**src/rtl/core/nbvm_pkg.sv**
```systemverilog
// Shared types and constants for the NaN-boxed register VM execute block.
`default_nettype none
package nbvm_pkg;

    localparam int NUM_REGS   = 256;
    localparam int POOL_DEPTH = 256;

    typedef struct packed {
        logic        req_type;
        logic [7:0]  pool_index;
        logic [63:0] pool_value;
        logic [31:0] instr_word;
    } t_req;

    typedef struct packed {
        logic [2:0]  status;
        logic [63:0] return_value;
        logic        return_is_number;
    } t_rsp;

    localparam logic [2:0] ST_DONE     = 3'd0;
    localparam logic [2:0] ST_HALT     = 3'd1;
    localparam logic [2:0] ST_RETURN   = 3'd2;
    localparam logic [2:0] ST_TYPE_ERR = 3'd3;
    localparam logic [2:0] ST_BAD_OP   = 3'd4;
    localparam logic [2:0] ST_POOL     = 3'd5;

    localparam logic [7:0] OP_HALT  = 8'd0;
    localparam logic [7:0] OP_LOADK = 8'd1;
    localparam logic [7:0] OP_ADD   = 8'd2;
    localparam logic [7:0] OP_RET   = 8'd3;
    localparam logic [7:0] OP_MOV   = 8'd4;

    localparam logic [63:0] BOX_MASK  = 64'h7ffc000000000000;
    localparam logic [63:0] CANON_NAN = 64'h7ff8000000000000;

    // Fields of a request that has been decoded and is waiting on register reads.
    typedef struct packed {
        logic        is_pool;
        logic [7:0]  op;
        logic [7:0]  a;
    } t_ctl;

    function automatic logic is_plain_num(input logic [63:0] v);
        return (v & BOX_MASK) != BOX_MASK;
    endfunction

    // Count of leading zeros of a 56-bit word.
    function automatic logic [5:0] lzc56(input logic [55:0] v);
        logic [5:0] n;
        logic       found;
        n = 6'd56;
        found = 1'b0;
        for (int i = 55; i >= 0; i--) begin
            if (!found && v[i]) begin
                n = 6'(55 - i);
                found = 1'b1;
            end
        end
        return n;
    endfunction

endpackage
`default_nettype wire

```
**src/rtl/core/nbvm_fadd.sv**
```systemverilog
// Two-stage IEEE double adder, round to nearest even, NaN results canonical.
`default_nettype none
module nbvm_fadd (
    input  wire logic        i_clk,
    input  wire logic        i_en,
    input  wire logic [63:0] i_a,
    input  wire logic [63:0] i_b,
    output logic      [63:0] o_sum
);
    import nbvm_pkg::*;

    // Stage one: classify, align and add the significands.
    logic        a_big;
    logic [63:0] x, y;
    logic [10:0] ex, ey, ediff;
    logic [52:0] mx, my;
    logic [55:0] ax, ay, ay_sh;
    logic        sticky;
    logic [56:0] sum;
    logic        xnan, ynan, xinf, yinf;
    logic        sub;

    logic        r_special;
    logic [63:0] r_special_val;
    logic        r_sign;
    logic [10:0] r_exp;
    logic [56:0] r_sum;
    logic        r_zero_sign;

    always_comb begin
        a_big = i_a[62:0] >= i_b[62:0];
        x = a_big ? i_a : i_b;
        y = a_big ? i_b : i_a;
        ex = (x[62:52] == 11'd0) ? 11'd1 : x[62:52];
        ey = (y[62:52] == 11'd0) ? 11'd1 : y[62:52];
        mx = {x[62:52] != 11'd0, x[51:0]};
        my = {y[62:52] != 11'd0, y[51:0]};
        ediff = ex - ey;
        ax = {mx, 3'b000};
        ay = {my, 3'b000};
        if (ediff >= 11'd56) begin
            ay_sh = 56'd0;
            sticky = |my;
        end else begin
            ay_sh = ay >> ediff[5:0];
            sticky = |(ay & ((56'd1 << ediff[5:0]) - 56'd1));
        end
        ay_sh[0] = ay_sh[0] | sticky;
        sub = x[63] ^ y[63];
        sum = sub ? ({1'b0, ax} - {1'b0, ay_sh}) : ({1'b0, ax} + {1'b0, ay_sh});
        xnan = (x[62:52] == 11'h7ff) && (x[51:0] != 52'd0);
        ynan = (y[62:52] == 11'h7ff) && (y[51:0] != 52'd0);
        xinf = (x[62:52] == 11'h7ff) && (x[51:0] == 52'd0);
        yinf = (y[62:52] == 11'h7ff) && (y[51:0] == 52'd0);
    end

    always_ff @(posedge i_clk) begin
        if (i_en) begin
            r_special     <= xnan || ynan || xinf || yinf;
            r_special_val <= (xnan || ynan || (xinf && yinf && sub)) ? CANON_NAN : x;
            r_sign        <= x[63];
            r_exp         <= ex;
            r_sum         <= sum;
            r_zero_sign   <= x[63] & y[63];
        end
    end

    // Stage two: normalize, round and pack.
    logic [5:0]  lz;
    logic [55:0] norm;
    logic [12:0] e;
    logic [56:0] sh;
    logic [52:0] mant;
    logic        g, s;
    logic [53:0] rnd;
    logic [12:0] ef;

    always_comb begin
        lz = 6'd0;
        norm = 56'd0;
        e = 13'd0;
        sh = 57'd0;
        mant = 53'd0;
        g = 1'b0;
        s = 1'b0;
        rnd = 54'd0;
        ef = 13'd0;
        o_sum = 64'd0;
        if (r_special) begin
            o_sum = r_special_val;
        end else if (r_sum == 57'd0) begin
            o_sum = {r_zero_sign, 63'd0};
        end else if (r_sum[56]) begin
            // Carry out: shift right one, keep sticky.
            norm = {r_sum[56:2], r_sum[1] | r_sum[0]};
            e = {2'b00, r_exp} + 13'd1;
        end else begin
            lz = lzc56(r_sum[55:0]);
            if ({7'd0, lz} >= {2'b00, r_exp} - 13'd1) begin
                // Result becomes subnormal: shift only down to exponent one.
                sh = r_sum << (r_exp - 11'd1);
                e = 13'd0;
            end else begin
                sh = r_sum << lz;
                e = {2'b00, r_exp} - {7'd0, lz};
            end
            norm = sh[55:0];
        end
        if (!r_special && r_sum != 57'd0) begin
            mant = norm[55:3];
            g = norm[2];
            s = norm[1] | norm[0];
            rnd = {1'b0, mant} + {53'd0, g & (s | mant[0])};
            ef = e;
            if (e == 13'd0 && rnd[52]) begin
                ef = 13'd1;
            end
            if (rnd[53]) begin
                rnd = rnd >> 1;
                ef = ef + 13'd1;
            end
            if (ef >= 13'd2047) begin
                o_sum = {r_sign, 11'h7ff, 52'd0};
            end else begin
                o_sum = {r_sign, ef[10:0], rnd[51:0]};
            end
        end
    end
endmodule
`default_nettype wire

```
**config.mk**
```make
export PLATFORM = sky130hd
export DESIGN_NAME = nbvm_fadd
export DESIGN_NICKNAME = d
export VERILOG_FILES = /design/src/rtl/core/nbvm_pkg.sv /design/src/rtl/core/nbvm_fadd.sv
export SDC_FILE = /design/constraint.sdc
export NUM_CORES = 1
export LEC_CHECK = 0
export BUFFER_PORTS_ARGS = -buffer_cell sky130_fd_sc_hd__buf_2
export CAP_MARGIN = 25
export CORE_MARGIN = 2
export CORE_UTILIZATION = 30
export DETAILED_ROUTE_END_ITERATION = 8
export PLACE_DENSITY = 0.52
export SKIP_LAST_GASP = 1
export SLEW_MARGIN = 20
export SYNTH_ARGS = -nofsm -noshare
export SYNTH_HDL_FRONTEND = slang
export SYNTH_SLANG_ARGS = --single-unit
```
**constraint.sdc**
```tcl
create_clock -name i_clk -period 12.9 [get_ports i_clk]
set_clock_uncertainty 0.1 [all_clocks]
set_input_delay 1.29 -clock i_clk [delete_from_list [all_inputs] [get_ports i_clk]]
set_output_delay 1.29 -clock i_clk [all_outputs]
set_load 0.005 [all_outputs]
```
; ---- Yosys cells after proc, flatten, opt, wreduce, memory -nomap -nowiden
; Cells that the tools add are included.
[word_totals]
output_inout_bits = 64
reg_bits = 135
word_cells = 473
inputBits = 130
[op_classes]
reduce_logical = 136
n_bitwise = 8
mux = 303
eq_ne = 2
n_addsub = 10
n_lt_le_gt_ge = 4
n_shift = 4
[ops]
columns = cell, n
row1 = 6-bit two-way mux, 59
row2 = 64-bit two-way mux, 5
row3 = 56-bit two-way mux, 5
row4 = 1-bit two-way mux, 221
row5 = 52-bit zero test, 2
row6 = 13-bit two-way mux, 8
row7 = 52-bit nonzero test, 2
row8 = 63-bit >= comparator, 1
row9 = 1-bit logical AND, 63
row10 = 63-bit two-way mux, 1
row11 = 56-bit by 56-bit adder with 57-bit output, 1
row12 = 57-bit zero test, 1
row13 = 57-bit two-way mux, 1
row14 = 57-bit nonzero test, 1
row15 = 57-bit by 11-bit left shift with 56-bit output, 1
row16 = 57-bit by 6-bit left shift with 56-bit output, 1
row17 = 56-bit by 56-bit subtractor with 57-bit output, 1
row18 = 56-bit AND, 1
row19 = 1-bit zero test, 56
row20 = 56-bit OR reduction, 1
row21 = "1-bit by 6-bit left shift with 56-bit output, first input constant", 1
row22 = 56-bit by 6-bit >> shifter with 56-bit output, 1
row23 = "56-bit by 1-bit subtractor with 56-bit output, second input constant", 1
row24 = 53-bit by 1-bit adder with 54-bit output, 1
row25 = other kinds (20), 31

; ---- Logic depth before layout (Yosys ltp)
[logic_depth]
word_depth = 352
mapped_depth = 57
depth_no_buf = 50

; ---- Worst setup path before layout
; Ideal clock, no wire load.
[synth_timing]
kind = input -> register
startpoint = input i_b[37]
endpoint = register r_sum[56], data pin
path_buffers = 11
path_slack_ns = -0.477
required_ns = 12.527
setup_time_ns = 0.273
stages = 51
t_arrival_ns = 13.004
path_cell_list = inv_1 ha_1 nand4_1 or3_1 o2111a_1 o211a_1 clkbuf_1 nand2_1 clkbuf_1 clkbuf_1 buf_1 clkbuf_1 mux2i_1 nand4_1 and2_1 ha_1 fa_1 xor2_1 (+15 left out) a2111oi_0 o221ai_1 a221oi_1 o31ai_1 a21oi_1 o21ai_0 a221o_1 a21oi_1 a211o_1 a21oi_1 o311ai_0 a2111oi_0 o31ai_1 nor4_1 a211oi_1 o21ai_0 a2111oi_0 a211oi_1
[synth_between]
elab_chain_cells = 13
elab_cells_between_ends = 24
cone_classes = add/sub: 4 / order compare: 2 / shift: 2 / mux: 7 / bitwise: 3 / reduce/logical: 6
[synth_lines]
columns = item, line
row1 = "start, declared", nbvm_fadd.sv:7  ; input wire logic [63:0] i_b,
row2 = 63-bit >= comparator, nbvm_fadd.sv:31  ; a_big = i_a[62:0] >= i_b[62:0];
row3 = 64-bit two-way mux (on tied branches), "nbvm_fadd.sv:32, nbvm_fadd.sv:33"
row4 = 11-bit zero test (on tied branches), "nbvm_fadd.sv:34, nbvm_fadd.sv:35"
row5 = 11-bit two-way mux (on tied branches), "nbvm_fadd.sv:34, nbvm_fadd.sv:35"
row6 = 11-bit subtractor, nbvm_fadd.sv:38  ; ediff = ex - ey;
row7 = 1-bit by 6-bit left shift with 56-bit output, nbvm_fadd.sv:46  ; sticky = |(ay & ((56'd1 << ediff[5:0]) - 56'd1));
row8 = 56-bit by 1-bit subtractor with 56-bit output, nbvm_fadd.sv:46
row9 = 56-bit AND, nbvm_fadd.sv:46
row10 = 56-bit OR reduction, nbvm_fadd.sv:46
row11 = 1-bit two-way mux, nbvm_fadd.sv:41  ; if (ediff >= 11'd56) begin
row12 = 1-bit OR, nbvm_fadd.sv:48  ; ay_sh[0] = ay_sh[0] | sticky;
row13 = 56-bit by 56-bit adder with 57-bit output or 56-bit by 56-bit subtractor with 57-bit output (tied branches), nbvm_fadd.sv:50  ; sum = sub ? ({1'b0, ax} - {1'b0, ay_sh}) : ({1'b0, ax} + {1'b0, ay_sh});
row14 = 57-bit two-way mux *, nbvm_fadd.sv:50
row15 = via sum[56], nbvm_fadd.sv:19  ; logic [56:0] sum;
row16 = "end signal, assigned", nbvm_fadd.sv:63  ; r_sum <= sum;
row17 = "end, declared", nbvm_fadd.sv:27  ; logic [56:0] r_sum;
; The timed path passes the listed nets; every way through them passes the cells marked *.
; A chain may end at the register's enable or synchronous reset.

; ---- Worst setup path in the final report
[layout_timing]
startpoint = register r_sum[53]
endpoint = output o_sum[2]
[layout_between]
elab_chain_cells = 341
elab_cells_between_ends = 406
cone_classes = add/sub: 3 / order compare: 2 / shift: 2 / mux: 284 / bitwise: 3 / reduce/logical: 112
[layout_lines]
columns = item, line
row1 = 1-bit logical AND, nbvm_pkg.sv:55  ; if (!found && v[i]) begin
row2 = 1-bit two-way mux, nbvm_pkg.sv:55
row3 = 1-bit two-way mux, nbvm_fadd.sv:93  ; end else if (r_sum[56]) begin
row4 = 1-bit two-way mux, nbvm_fadd.sv:91  ; end else if (r_sum == 57'd0) begin
row5 = 1-bit two-way mux, nbvm_fadd.sv:89  ; if (r_special) begin
row6 = 1-bit zero test, nbvm_pkg.sv:55
row7 = 1-bit logical AND, nbvm_pkg.sv:55
row8 = 1-bit two-way mux, nbvm_pkg.sv:55
row9 = (+325 left out), -
row10 = 13-bit two-way mux, nbvm_fadd.sv:115  ; if (e == 13'd0 && rnd[52]) begin
row11 = 13-bit two-way mux, nbvm_fadd.sv:109  ; if (!r_special && r_sum != 57'd0) begin
row12 = 13-bit by 1-bit adder with 13-bit output, nbvm_fadd.sv:120  ; ef = ef + 13'd1;
row13 = 13-bit two-way mux, nbvm_fadd.sv:118  ; if (rnd[53]) begin
row14 = 13-bit two-way mux, nbvm_fadd.sv:109
row15 = 13-bit by 11-bit >= comparator with 1-bit output, nbvm_fadd.sv:122  ; if (ef >= 13'd2047) begin
row16 = 63-bit two-way mux, nbvm_fadd.sv:122
row17 = 64-bit two-way mux *, nbvm_fadd.sv:109
row18 = "end, declared", nbvm_fadd.sv:8  ; output logic [63:0] o_sum
; Every way passes the cells marked *; elsewhere a longest branch is shown, timed or not. The select of a mux whose other input is x is not followed.

==> flow_summary.json <==
{
  "max-cap-violations": 0,
  "max_freq_ghz": 0.0801,
  "overflow": 0,
  "crit_path_top_delay_cell": "or4_1",
  "mostFrequentLayoutCell": "nand2_1",
  "drc_errors": 0,
  "antenna_left": 0,
  "synthTopCellsByArea": "edfxtp_1 (14%), mux2i_1 (10%), ha_1 (8.5%)",
  "status": "finished, final reports clean",
  "path_class": "register to primary output",
  "postPlaceCellArea_sq_um": 32900,
  "via_per_inst": 6.26,
  "die_h_um": 315,
  "yosysTopAreaCellShare_pct": 14.0,
  "io_pins": 194,
  "syn_inst": 3995,
  "fill_cells": 10400,
  "relSlewSlack_pct": 22.3,
  "powerDensity_nw_per_um2": 150,
  "synth_cell_type_count": 108,
  "p_leak_uw": 0.0148,
  "layout.area.seq_sq_um": 4050,
  "whs_endpoint": "r_sign$_DFFE_PP_",
  "fin_crit_ps": 12490,
  "ys.flop_type": "edfxtp_1",
  "critPathLaunchType": "register",
  "antenna_found_initial": 7,
  "hp-start": "i_b[63]",
  "setup_viol": 0,
  "ir_drop_mv": 0.145,
  "rsz0062_at_grt": "true",
  "port_buffers": 193,
  "first_pass_iters": 9,
  "clockBufferDepth": 2,
  "syn_nets": 4323,
  "hold_depth": 3,
  "endpoint_kind": "primary output",
  "cts-buffers-inserted": 17,
  "die_x_um": 315,
  "hold_viol": 0,
  "crit_path_max_fanout": 71,
  "synth_edf_count": 135,
  "fin_crit_sh_pct": 96.8,
  "coreArea_sq_um": 96300,
  "grtUsageTotal_pct": 31.0,
  "synth_top_cell_by_area": "edfxtp_1",
  "grt_pass1_vias": 32500,
  "synthArstFlopShare_pct": 0,
  "first_iter_violations": 4673,
  "num_vias": 34600,
  "tightestPinTransition_ps": 1130,
  "dieArea_sq_um": 99100,
  "synth_seq_cells": 135,
  "routabilityCongestion": 1.08,
  "multiInputGateArea_sq_um": 23000,
  "dpl.hpwl_um": 126000,
  "syn2layout_area_growth_pct": 16.3,
  "placementRows": 114,
  "fin_area_sq_um": 33700,
  "initial_utilization_pct": 30.1,
  "holdWs_ps": 1090,
  "hold_class": "input port to register",
  "wl_um": 159000,
  "wl_per_cell_um": 28.9,
  "critPathBufInv": 5,
  "layout_setup_ws_ps": 409,
  "yosysSeqAreaShare_pct": 14.0,
  "syn_area_sq_um": 29000,
  "cts_root_buf": "clkbuf_16",
  "final_max_slew_viol_count": 0,
  "htreeDepth": 4,
  "cts_sinks": 135,
  "dp_slack_ps": 181,
  "total_power_uw": 5050,
  "crit_top_cell": "nand4_1",
  "critPathMaxStageDelay_ps": 700,
  "nNetsFinal": 4562,
  "clk_pin_slew_ps": 60,
  "cp_top_family": "simple AND/OR/NAND/NOR gates",
  "drive_above_1_share_pct": 16.5,
  "cp.arrival_ps": 11100,
  "grt_pass1_wl_um": 229000,
  "required_ps": 11510,
  "synth_area_per_cell_sq_um": 7.25,
  "yosysWarnings": 0,
  "cts_tree": "built",
  "grt_max_degree": 81,
  "layout_common_cells": "nand2_1 (463), nor2_1 (386), a21oi_1 (297), mux2i_1 (290), buf_4 (277)"
}
==> metal layers <==
layer	up-vias	routed length (um)	track usage, %
met3	553	16200	6.87
li1	15300	-	-
met5	-	60	0
met2	2252	68400	47.8
met1	16500	63500	39.6
met4	8	11200	18.5
==> registers in the layout, indices dropped and copies added (netlist names) <==
name / flops
r_zero_sign: 1
r_special: 1
r_sum: 57
r_special_val: 64
r_exp: 11
r_sign: 1
==> per-stage QoR <==
| stage | std cells | setup TNS [ps] | utilization [%] |
|---|---|---|---|
| after floorplan | 3995 | 0 | - |
| after global placement | 5479 | 0 | 34.2 |
| after detailed placement | 5479 | 0 | 34.2 |
| after CTS | 5513 | 0 | 34.9 |
| after global routing | 5522 | -74.6 | 35.0 |
| final | 5524 | 0 | 35.0 |
==> cell families after synthesis <==
kind of cell             synth area share, %
flip-flops                              14.0
adder cells (fa/ha/maj)                 8.64
XOR/XNOR                                4.05
AND/OR/NAND/NOR                         23.8
AO/OA/AOI/OAI                           26.2
buffers and inverters                   7.47
multiplexers                            15.8
==> cell usage after synthesis (all sizes together), types with 10 or more instances <==
cell,instances
or2,19
clkbuf,186
a21o,45
a31oi,41
o31a,10
o21a,20
o211ai,55
nand2,465
ha,196
o22ai,33
nand3,162
a211oi,59
a22o,13
o221ai,20
nor2b,22
o21bai,34
a211o,23
a22oi,26
mux2,43
edfxtp,135
or4,14
nor2,391
and2,32
o21ai,209
nand2b,36
mux2i,295
xnor2,82
a2111oi,19
o31ai,76
and3,32
a32oi,20
o311ai,10
inv,269
mux4,51
nor4,58
a21boi,21
xor2,52
nand4,62
buf,83
nor3,98
a221oi,12
or3,27
a21oi,300
o2111ai,10
==> area by class of cell <==
type	count	share of cell area (%)
antenna	2	0.0149
clock buffer	18	1.27
clock inverter	13	0.527
inverter	271	3.02
multi-input combinational	3320	68.3
sequential	135	12.0
tap	1276	4.74
timing repair buffer	489	10.1
==> power by group <==
part | switching (uW) | internal (uW) | total (uW)
Sequential | 150 | 579 | 729
Clock | 181 | 321 | 502
Combinational | 2490 | 1330 | 3820
Total | 2820 | 2230 | 5050
==> timing repair <==
item / 4_1_cts / 5_1_grt
resized for setup: 0 / 10
setup buffers: 3 / 6
hold buffers: 0 / 0
setup endpoints to repair: 1 / 60
==> worst max path at each step <==
stage | from | end | cells after the start
after detailed placement | i_b[20] | r_sum[54]$_DFFE_PP_ | 50
after CTS | r_sum[53]$_DFFE_PP_ | o_sum[2] | 40
final | r_sum[53]$_DFFE_PP_ | o_sum[2] | 38
after global placement | i_b[22] | r_sum[54]$_DFFE_PP_ | 50
after floorplan | i_b[37] | r_sum[56]$_DFFE_PP_ | 48
after global routing | r_sum[53]$_DFFE_PP_ | o_sum[2] | 38
==> tightest hold or removal path, stage by stage <==
cell and delay, ps:
buf_2 90, nand2_1 60, nand2_1 60
Power figures use the tool's default switching activity.
